<file path="config.mk">
export PLATFORM = sky130hd
export DESIGN_NAME = neighbor_heartbeat_monitor
export DESIGN_NICKNAME = d
export VERILOG_FILES = /design/src/hdl/nhm_pkg.sv /design/src/hdl/neighbor_heartbeat_monitor.sv /design/src/hdl/nhm_entry_eval.sv
export SDC_FILE = /design/constraint.sdc
export NUM_CORES = 1
export LEC_CHECK = 0
export BUFFER_PORTS_ARGS = -buffer_cell sky130_fd_sc_hd__buf_2
export CORE_MARGIN = 5
export CORE_UTILIZATION = 63
export CTS_CLUSTER_DIAMETER = 60
export DETAILED_ROUTE_END_ITERATION = 10
export PLACE_DENSITY_LB_ADDON = 0.1
export RECOVER_POWER = 100
export REMOVE_ABC_BUFFERS = 1
export SETUP_SLACK_MARGIN = 0.15
export SYNTH_ARGS = -nofsm -noshare
export SYNTH_HDL_FRONTEND = slang
export SYNTH_SLANG_ARGS = --single-unit
</file>
<file path="constraint.sdc">
create_clock -name i_clk -period 13.1 [get_ports i_clk]
set_clock_uncertainty 0.15 [all_clocks]
set_input_delay 3.93 -clock i_clk [delete_from_list [all_inputs] [get_ports i_clk]]
set_output_delay 3.93 -clock i_clk [all_outputs]
set_load 0.005 [all_outputs]
</file>
<file path="src/hdl/nhm_pkg.sv">
`timescale 1ns / 1ps

package nhm_pkg;

    // Table geometry and reset values
    localparam int          NODE_COUNT        = 16;
    localparam int          NODE_W            = $clog2(NODE_COUNT);
    localparam logic [15:0] DEFAULT_LINK_COST = 16'd1;
    localparam logic [15:0] TTL_RESET         = 16'd1000;
    localparam logic [15:0] AGE_MAX           = 16'hFFFF;

    // Configuration register indexes
    localparam logic CFG_OWN_NODE  = 1'b0;
    localparam logic CFG_TTL_TICKS = 1'b1;

    // Command codes
    typedef enum logic [3:0] {
        CMD_TICK     = 4'd0,
        CMD_BEAT     = 4'd1,
        CMD_SET_COST = 4'd2,
        CMD_GET_COST = 4'd3,
        CMD_DISCOVER = 4'd4,
        CMD_QUERY    = 4'd5,
        CMD_DOWN     = 4'd6,
        CMD_ACTIVE   = 4'd7,
        CMD_RECIP    = 4'd8
    } t_cmd;

    // One neighbour table entry
    typedef struct packed {
        logic [15:0] age;
        logic [15:0] cost;
        logic        heard;
        logic        act_now;
        logic        act_before;
        logic        disc;
    } t_entry;

    // Result of evaluating one entry
    typedef struct packed {
        t_entry nxt;
        logic   live;
        logic   hit;
        logic   wr;
    } t_eval;

    // One output word
    typedef struct packed {
        logic        status;
        logic [3:0]  node_out;
        logic [15:0] cost_out;
        logic        is_active;
        logic        is_heard;
        logic        is_discovered;
        logic        id_valid;
        logic        last;
    } t_result;

endpackage

</file>
<file path="src/hdl/neighbor_heartbeat_monitor.sv">
`timescale 1ns / 1ps

// Channel   Dir  tdata (low bit up)                       tuser           tlast
// s_*       in   node[3:0] cost_in[19:4] path_mask[35:20] cmd[3:0]        -
// m_*       out  node_out cost_out is_active is_heard     status id_valid last
//                is_discovered (bits 23:0)
// cfg       in   i_cfg_we, i_cfg_idx (0 own_node, 1 ttl_ticks), i_cfg_data
//
// Tick: accepted, then a scan of the whole table; no word out.
// Commands 1 to 5: accepted, then executed on the addressed entry.
// Lists: accepted, then a scan of the whole table, then a closing step; the scan
// goes one table entry a cycle, when not stalled, through the shared entry unit.
// A full output register stalls the scan when a further hit is found, and
// holds the execute or closing step until it frees up.
// Reset (synchronous) clears the table to its reset values at once.
module neighbor_heartbeat_monitor
    import nhm_pkg::*;
(
    input  logic        i_clk,
    input  logic        i_rst_n,
    // input stream
    input  logic        s_tvalid,
    output logic        s_tready,
    input  logic [39:0] s_tdata,   // node, cost_in, path_mask, zero fill
    input  logic [3:0]  s_tuser,   // cmd
    // output stream
    output logic        m_tvalid,
    input  logic        m_tready,
    output logic [23:0] m_tdata,   // node_out, cost_out, is_active, is_heard,
                                   // is_discovered, zero fill
    output logic [1:0]  m_tuser,   // status, id_valid
    output logic        m_tlast,
    // configuration
    input  logic        i_cfg_we,
    input  logic        i_cfg_idx,
    input  logic [15:0] i_cfg_data
);

    typedef enum logic [1:0] {
        S_IDLE,
        S_ONE,
        S_SCAN,
        S_DONE
    } t_state;

    t_state              r_state;
    t_cmd                r_cmd;
    logic [3:0]          r_node;
    logic [15:0]         r_cost;
    logic [15:0]         r_mask;
    logic [NODE_W-1:0]   r_idx;
    logic [3:0]          r_own;
    logic [15:0]         r_ttl;

    logic [15:0]         r_age      [NODE_COUNT];
    logic [15:0]         r_link     [NODE_COUNT];
    logic [NODE_COUNT-1:0] r_heard;
    logic [NODE_COUNT-1:0] r_act_now;
    logic [NODE_COUNT-1:0] r_act_before;
    logic [NODE_COUNT-1:0] r_disc;

    logic                r_pend_valid;
    t_result             r_pend;
    logic                r_o_valid;
    t_result             r_o;

    logic [NODE_W-1:0]   w_addr;
    t_entry              w_cur;
    t_eval               w_ev;
    logic                w_own;
    logic                w_bad;
    logic                w_out_free;
    logic                w_emit;
    t_result             w_emit_data;
    t_result             w_entry_res;
    t_result             w_blank;
    logic                w_wr;
    logic                w_stall;
    logic                w_accept;

    assign w_accept   = s_tvalid && s_tready;
    assign s_tready   = (r_state == S_IDLE);
    assign w_out_free = !r_o_valid || m_tready;

    // Select the entry under work
    assign w_addr = (r_state == S_ONE) ? r_node[NODE_W-1:0] : r_idx;
    assign w_own  = (4'(w_addr) == r_own);
    assign w_bad  = (32'(r_node) >= NODE_COUNT) || (r_node == r_own);

    always_comb begin
        w_cur.age        = r_age[w_addr];
        w_cur.cost       = r_link[w_addr];
        w_cur.heard      = r_heard[w_addr];
        w_cur.act_now    = r_act_now[w_addr];
        w_cur.act_before = r_act_before[w_addr];
        w_cur.disc       = r_disc[w_addr];
    end

    nhm_entry_eval u_eval (
        .i_entry    (w_cur),
        .i_cmd      (r_cmd),
        .i_cost     (r_cost),
        .i_mask_bit (r_mask[w_addr]),
        .i_own      (w_own),
        .i_ttl      (r_ttl),
        .o_res      (w_ev)
    );

    // Word for the current entry after its update
    always_comb begin
        w_entry_res               = '0;
        w_entry_res.node_out      = 4'(w_addr);
        w_entry_res.cost_out      = w_ev.nxt.cost;
        w_entry_res.is_active     = w_ev.live;
        w_entry_res.is_heard      = w_ev.nxt.heard;
        w_entry_res.is_discovered = w_ev.nxt.disc;
        w_entry_res.id_valid      = 1'b1;
    end

    // Sequencer decisions: emit, write back, stall
    always_comb begin
        w_emit      = 1'b0;
        w_emit_data = w_entry_res;
        w_wr        = 1'b0;
        w_stall     = 1'b0;
        w_blank     = '0;
        w_blank.last = 1'b1;
        case (r_state)
            S_ONE: begin
                w_emit = w_out_free;
                w_wr   = w_out_free && !w_bad;
                if (w_bad) begin
                    w_blank.status   = 1'b1;
                    w_blank.node_out = r_node;
                    w_emit_data      = w_blank;
                end else begin
                    w_emit_data.last = 1'b1;
                end
            end
            S_SCAN: begin
                w_stall     = w_ev.hit && r_pend_valid && !w_out_free;
                w_emit      = w_ev.hit && r_pend_valid && w_out_free;
                w_emit_data = r_pend;
                w_wr        = !w_stall && w_ev.wr;
            end
            S_DONE: begin
                w_emit = w_out_free;
                if (r_pend_valid) begin
                    w_emit_data      = r_pend;
                    w_emit_data.last = 1'b1;
                end else begin
                    w_emit_data = w_blank;
                end
            end
            default: ;
        endcase
    end

    // State, table, pending word and output register
    always_ff @(posedge i_clk) begin
        if (!i_rst_n) begin
            r_state      <= S_IDLE;
            r_own        <= 4'd0;
            r_ttl        <= TTL_RESET;
            r_pend_valid <= 1'b0;
            r_o_valid    <= 1'b0;
            r_idx        <= '0;
            r_heard      <= '0;
            r_act_now    <= '0;
            r_act_before <= '0;
            r_disc       <= '0;
            for (int k = 0; k < NODE_COUNT; k++) begin
                r_age[k]  <= 16'd0;
                r_link[k] <= DEFAULT_LINK_COST;
            end
        end else begin
            // Configuration writes
            if (i_cfg_we) begin
                case (i_cfg_idx)
                    CFG_OWN_NODE:  r_own <= i_cfg_data[3:0];
                    CFG_TTL_TICKS: r_ttl <= i_cfg_data;
                    default: ;
                endcase
            end

            // Write back the evaluated entry
            if (w_wr) begin
                r_age[w_addr]        <= w_ev.nxt.age;
                r_link[w_addr]       <= w_ev.nxt.cost;
                r_heard[w_addr]      <= w_ev.nxt.heard;
                r_act_now[w_addr]    <= w_ev.nxt.act_now;
                r_act_before[w_addr] <= w_ev.nxt.act_before;
                r_disc[w_addr]       <= w_ev.nxt.disc;
            end

            // Output register: load on emit, drop when taken
            if (w_emit) begin
                r_o_valid <= 1'b1;
                r_o       <= w_emit_data;
            end else if (m_tready) begin
                r_o_valid <= 1'b0;
            end

            case (r_state)
                S_IDLE: begin
                    if (w_accept) begin
                        r_cmd  <= t_cmd'(s_tuser);
                        r_node <= s_tdata[3:0];
                        r_cost <= s_tdata[19:4];
                        r_mask <= s_tdata[35:20];
                        r_idx  <= '0;
                        if (s_tuser inside {CMD_TICK, CMD_DOWN, CMD_ACTIVE, CMD_RECIP}) begin
                            r_state <= S_SCAN;
                        end else if (s_tuser inside {[CMD_BEAT:CMD_QUERY]}) begin
                            r_state <= S_ONE;
                        end
                    end
                end
                S_ONE: begin
                    if (w_out_free) begin
                        r_state <= S_IDLE;
                    end
                end
                S_SCAN: begin
                    if (!w_stall) begin
                        // Hold the newest hit until the next one or the end
                        if (w_ev.hit) begin
                            r_pend_valid <= 1'b1;
                            r_pend       <= w_entry_res;
                        end
                        if (r_idx == NODE_W'(NODE_COUNT - 1)) begin
                            r_state <= (r_cmd == CMD_TICK) ? S_IDLE : S_DONE;
                        end else begin
                            r_idx <= r_idx + NODE_W'(1);
                        end
                    end
                end
                S_DONE: begin
                    if (w_out_free) begin
                        r_pend_valid <= 1'b0;
                        r_state      <= S_IDLE;
                    end
                end
                default: r_state <= S_IDLE;
            endcase
        end
    end

    // Pack the output word
    assign m_tvalid = r_o_valid;
    assign m_tdata  = {1'b0, r_o.is_discovered, r_o.is_heard, r_o.is_active,
                       r_o.cost_out, r_o.node_out};
    assign m_tuser  = {r_o.id_valid, r_o.status};
    assign m_tlast  = r_o.last;

    // A tick never produces a word
    a_tick_silent: assert property (@(posedge i_clk) disable iff (!i_rst_n)
        (r_state == S_SCAN && r_cmd == CMD_TICK) |-> !w_emit)
        else $error("tick scan emitted a word");

    // The own node is never listed
    a_own_unlisted: assert property (@(posedge i_clk) disable iff (!i_rst_n)
        (w_emit && w_emit_data.id_valid && r_state != S_ONE) |->
        (w_emit_data.node_out != r_own))
        else $error("own node listed");

    // A pending hit exists only while a list is in progress
    a_pend_scope: assert property (@(posedge i_clk) disable iff (!i_rst_n)
        r_pend_valid |-> (r_state == S_SCAN || r_state == S_DONE))
        else $error("pending hit outside a list");

    // Closing a list clears the pending hit and returns to idle
    a_done_close: assert property (@(posedge i_clk) disable iff (!i_rst_n)
        (r_state == S_DONE && w_out_free) |=> (!r_pend_valid && r_state == S_IDLE))
        else $error("list did not close");

endmodule

</file>
<file path="src/hdl/nhm_entry_eval.sv">
`timescale 1ns / 1ps

// Shared entry unit: applies one command to one table entry, does the
// liveness compare against the ttl and decides whether the entry is listed.
module nhm_entry_eval
    import nhm_pkg::*;
(
    input  t_entry      i_entry,
    input  t_cmd        i_cmd,
    input  logic [15:0] i_cost,
    input  logic        i_mask_bit,
    input  logic        i_own,
    input  logic [15:0] i_ttl,
    output t_eval       o_res
);

    t_entry v_nxt;
    logic   v_live;
    logic   v_hit;
    logic   v_wr;

    always_comb begin
        v_nxt = i_entry;
        v_hit = 1'b0;
        v_wr  = 1'b1;

        // Apply field updates of the addressed or scanned entry
        case (i_cmd)
            CMD_TICK: begin
                if (i_entry.age != AGE_MAX) begin
                    v_nxt.age = i_entry.age + 16'd1;
                end
            end
            CMD_BEAT: begin
                v_nxt.age     = 16'd0;
                v_nxt.heard   = 1'b1;
                v_nxt.act_now = 1'b1;
            end
            CMD_SET_COST: v_nxt.cost = i_cost;
            CMD_DISCOVER: v_nxt.disc = 1'b1;
            default: ;
        endcase

        // Liveness of the updated entry
        v_live = v_nxt.heard && (v_nxt.age < i_ttl);

        // Recompute and list decision
        case (i_cmd)
            CMD_DOWN: begin
                if (i_own || !i_entry.heard) begin
                    v_wr = 1'b0;
                end else if (i_entry.act_before) begin
                    // Recompute a node that was active; list it once stale
                    v_hit            = !v_live;
                    v_nxt.act_now    = v_live;
                    v_nxt.act_before = v_live;
                    if (!v_live) begin
                        v_nxt.disc = 1'b0;
                    end
                end else begin
                    // Carry the current flag over, no recompute
                    v_nxt.act_before = i_entry.act_now;
                end
            end
            CMD_ACTIVE: begin
                if (i_own) begin
                    v_wr = 1'b0;
                end else begin
                    v_hit         = v_live;
                    v_nxt.act_now = v_live;
                    if (!v_live) begin
                        v_nxt.disc = 1'b0;
                    end
                end
            end
            CMD_RECIP: begin
                v_wr  = 1'b0;
                v_hit = !i_own && i_entry.heard && !i_mask_bit;
            end
            default: ;
        endcase

        o_res.nxt  = v_nxt;
        o_res.live = v_live;
        o_res.hit  = v_hit;
        o_res.wr   = v_wr;
    end

endmodule

</file>
==> results by group <==
Outcome
  – Outcome: finished with violations
  – Failing checks: max-capacitance violations, max-slew violations

GRT
  – Most Used Layer, Global Route: met2
  – Overall global routing resource usage: 33.1%
  – M1 GR Usage: 44.2%
  – Antenna violations before repair: 0
  – M2 GR Usage: 51.6%
  – Largest net degree at the start of global routing: roughly 120
  – Global-route wire length before repair: approximately 140 mm
  – Overflow after GRT: 0
  – Met3 routing resource usage after global routing: just under 9%
  – Via count of the first global-routing pass: 22495

Pwr
  – Sequential Power Share: 35.7%
  – Switching power of the nets: 0.00274 W
  – Relative contribution of combinational cells to total power: 36.1%
  – Switching share of total power: around 38%
  – Clk network pwr share: between 20% and 30%
  – Power Internal: 0.00456 W
  – Maximum ir drop on the vdd rail: ~0.18 mV
  – Leakage power of the design: approximately 13 nW
  – Power, Total: roughly 0.0073 W
  – P per Cell Area: 209 nW/µm²

Synthesis
  – Cell Area, Synth: about 32000 µm²
  – Fraction of the mapped netlist area in simple logic gates: 15.4%
  – #FFs+latches synth: slightly below 700
  – Sequential-to-total area share from yosys stat: 62.5%
  – Number of distinct standard cells referenced by the synthesized netlist: 95
  – Adder-cell share of the synthesized area: 0.825%
  – Compound-Gate Fraction of Synth Area: 8.76%
  – Top flip-flop cell by instance count after synthesis: edfxtp_1
  – Number of warnings printed during yosys synthesis: 0
  – FFs w/ async S/R, synth: 0%
  – Number of enable flip-flop cells after synthesis: about 600
  – Synthesized netlist cell count: 2678
  – Share of cell area taken by muxes after synthesis: 7.70%
  – Post-synthesis area per instance: 11.9 µm²
  – Xor and xnor area share after synthesis: less than 1%
  – Combinational family with the most area after synthesis: simple AND/OR/NAND/NOR gates

Routing
  – Number of design rule violations left after detail routing: 0
  – Antenna viol nets, final: 0
  – Detailed-route via count: about 23000
  – Final Routed Wirelength: 93.7 mm
  – Total iterations of the first detailed-routing run: 6
  – Routed via count divided by cell count: ~6.7
  – Detailed router's first-iteration violation count: 3318
  – Per-cell routed wire length: 27.4 µm

Timing
  – Setup violators final: 0
  – Maximum operating frequency: 86.3 MHz
  – Setup repair after global routing missed its margin: false
  – Max-slew headroom: -137%
  – Measured slew at the worst slew-check pin: 3.55 ns
  – Min setup slack post-route: 1.51 ns
  – Minimum period implied by the final worst setup slack: 11.59 ns
  – Final period util: just under 90%
  – Final-report max-slew violation count: 517
  – Final hold slack: 0.306 ns
  – Number of failing hold endpoints at the final stage: 0

Clock network
  – Clock sink count: between 600 and 700
  – CTS clock-pin slew for the worst setup and hold paths: 0.06 ns
  – Max clock buf depth: 3
  – Count of cells resized by post-cts repair: 0
  – Number of buffers inserted to repair setup after CTS: 0
  – Hold Buf Count CTS: 0
  – Maximum level of the CTS H-tree: 3
  – Clock tree from TritonCTS: done
  – TritonCTS buffer count: 71
  – Clock latency reported for the late side of the worst-skew pair: 0.62 ns
  – Root Buffer: clkbuf_16

Cells and area
  – Finished Layout Cells: 3417
  – Most common cell after layout, fill and taps aside: edfxtp_1
  – Highest-count cells in the layout ignoring fill and taps: 601 x edfxtp_1, 554 x nor2_1, 323 x nand2_1
  – Number of nets at the end of the flow: ~2800
  – Antenna Cells: 0
  – Area added between synthesis and finish: 9.64%
  – Ratio of cells with drive above 1 in the final layout: between 10% and 20%
  – Final core area utilization: approximately 70%

Critical path
  – Setup slack of the worst register-to-register path: roughly 1.5 ns
  – Delay contributed by the slowest stage of the critical path: roughly 1.6 ns
  – Req. time, crit path: 13.19 ns
  – Arrival time worst endpoint: 11.68 ns
  – CP Class: flip-flop to flip-flop
  – Library cell appearing most often on the critical path: ha_1
  – Crit path max-delay cell type: o21ai_0
  – Crit start category: flip-flop
  – CP endpoint kind: flip-flop
  – CP max FO: 36
  – Count of buffer and inverter cells on the critical path: 6
  – Top delay family on crit path: compound AO/OA/AOI/OAI gates

Die
  – Effective utilization at floorplan: between 60% and 70%
  – Die W: roughly 230 µm
  – Die area: 55100 µm²
  – Height of the die: 235 µm
  – Core outline area: 50100 µm²
  – Number of I/O pins: 95
  – Placement row count: 82

Placed design
  – Count of input and output buffers: between 80 and 90
  – Routability-driven placement congestion ratio: 0.868
  – # placed instances: roughly 3300
  – Pre-CTS worst setup slack: 2.34 ns
  – Placed wire-length estimate after detailed placement: 53.5 mm

Run
  – # Max-Cap Violations: 25

Worst hold path
  – Class of the tightest hold or removal check: flip-flop to flip-flop
[metal layers]
metal,wire [µm],share of wire (%)
met1,33500,36
met2,43400,46
met3,11900,13
met4,5010,5.3
met5,0,0
[worst paths after layout]
path	from	end	cells after the start
setup / recovery	r_state[1]	r_age[11][7]	26
hold / removal	r_heard[0]	r_heard[0]	2
setup reg to reg	r_state[1]	r_age[11][7]	26
hold reg to reg	r_heard[0]	r_heard[0]	2
[flip-flops by register name, indices dropped and copies added (netlist names), 16 cells and up]
register / count
r_ttl: 16
r_mask: 16
r_link: 256
r_act_before: 16
r_cost: 16
m_tdata: 23
r_disc: 16
r_act_now: 16
r_heard: 16
r_pend: 23
r_age: 256
[layout make-up]
type,instances,area (µm²)
flip-flops and latches,693,19900
fillers,3554,15200
multi-input cells,1683,10600
clock buffers,97,2020
repair buffers,171,966
well taps,672,841
clock inverters,33,345
inverters,68,258
[cells in the mapped netlist (11+ instances only)]
| master | count | area [µm²] |
|---|---|---|
| a21o_1 | 74 | 556 |
| a21oi_1 | 47 | 235 |
| a22oi_1 | 19 | 143 |
| a311oi_1 | 37 | 324 |
| and2_1 | 13 | 81.3 |
| and3_1 | 42 | 263 |
| buf_1 | 15 | 56.3 |
| buf_2 | 66 | 330 |
| buf_6 | 27 | 304 |
| clkbuf_1 | 117 | 439 |
| dfxtp_1 | 92 | 1840 |
| edfxtp_1 | 601 | 18000 |
| ha_1 | 21 | 263 |
| inv_1 | 62 | 233 |
| mux2i_1 | 48 | 480 |
| mux4_2 | 72 | 1620 |
| nand2_1 | 323 | 1210 |
| nand2b_1 | 23 | 144 |
| nand3_1 | 51 | 255 |
| nand4_1 | 19 | 119 |
| nor2_1 | 555 | 2080 |
| nor4_1 | 11 | 68.8 |
| o211ai_1 | 14 | 105 |
| o21ai_0 | 70 | 350 |
| o21ai_1 | 21 | 105 |
| o22ai_1 | 42 | 263 |
| or3_1 | 18 | 113 |
[power groups by stage]
stage,clock network [W],logic [W],registers (W)
final,0.00207,0.00263,0.00261
after global routing,0.00217,0.00280,0.00261
after CTS,0.00208,0.00260,0.00260
after detailed placement,0,0.00258,0.00265
after global placement,0,0.00253,0.00264
after floorplan,0,0.00170,0.00264
[logic make-up (layout without fill, tap and decap cells)]
kind of cell	after synthesis	after routing
AOI/OAI and AO/OA	397	397
xor gates and xnor gates	9	9
adders and majority gates	21	21
buffers and inverters	302	369
DFF	693	693
muxes	138	138
other	1	1
and+or+nand+nor	1117	1117
[worst reg2reg max path, cell delays in order (launching register included)]
cell      delay [ns]
dfxtp_1         0.34
inv_1           0.09
ha_1            0.14
buf_4           0.37
mux2i_1         0.33
buf_4           0.57
clkbuf_1        1.32
nand2_1         0.15
a311oi_1        0.35
o31a_1          0.40
ha_1            0.25
nand3_1         0.12
or3_1           0.53
or3_1           0.52
and4_1          0.23
o21ai_0         1.55
inv_2           0.02
ha_1            0.35
and2_0          0.20
and3_1          0.20
a22oi_1         0.19
and4bb_1        0.28
o22ai_4         0.11
o21bai_2        0.41
nand2_1         0.34
o21ai_4         0.98
clkbuf_1        0.73
[metrics by stage]
step           TNS [ns]  area [µm²]
6_report              0       34900
5_1_grt               0       34900
4_1_cts               0       35100
3_5_place_dp          0       32800
3_3_place_gp          0       32800
2_1_floorplan   -580.01       30600
Note: power is estimated with default switching activity, not from simulation.
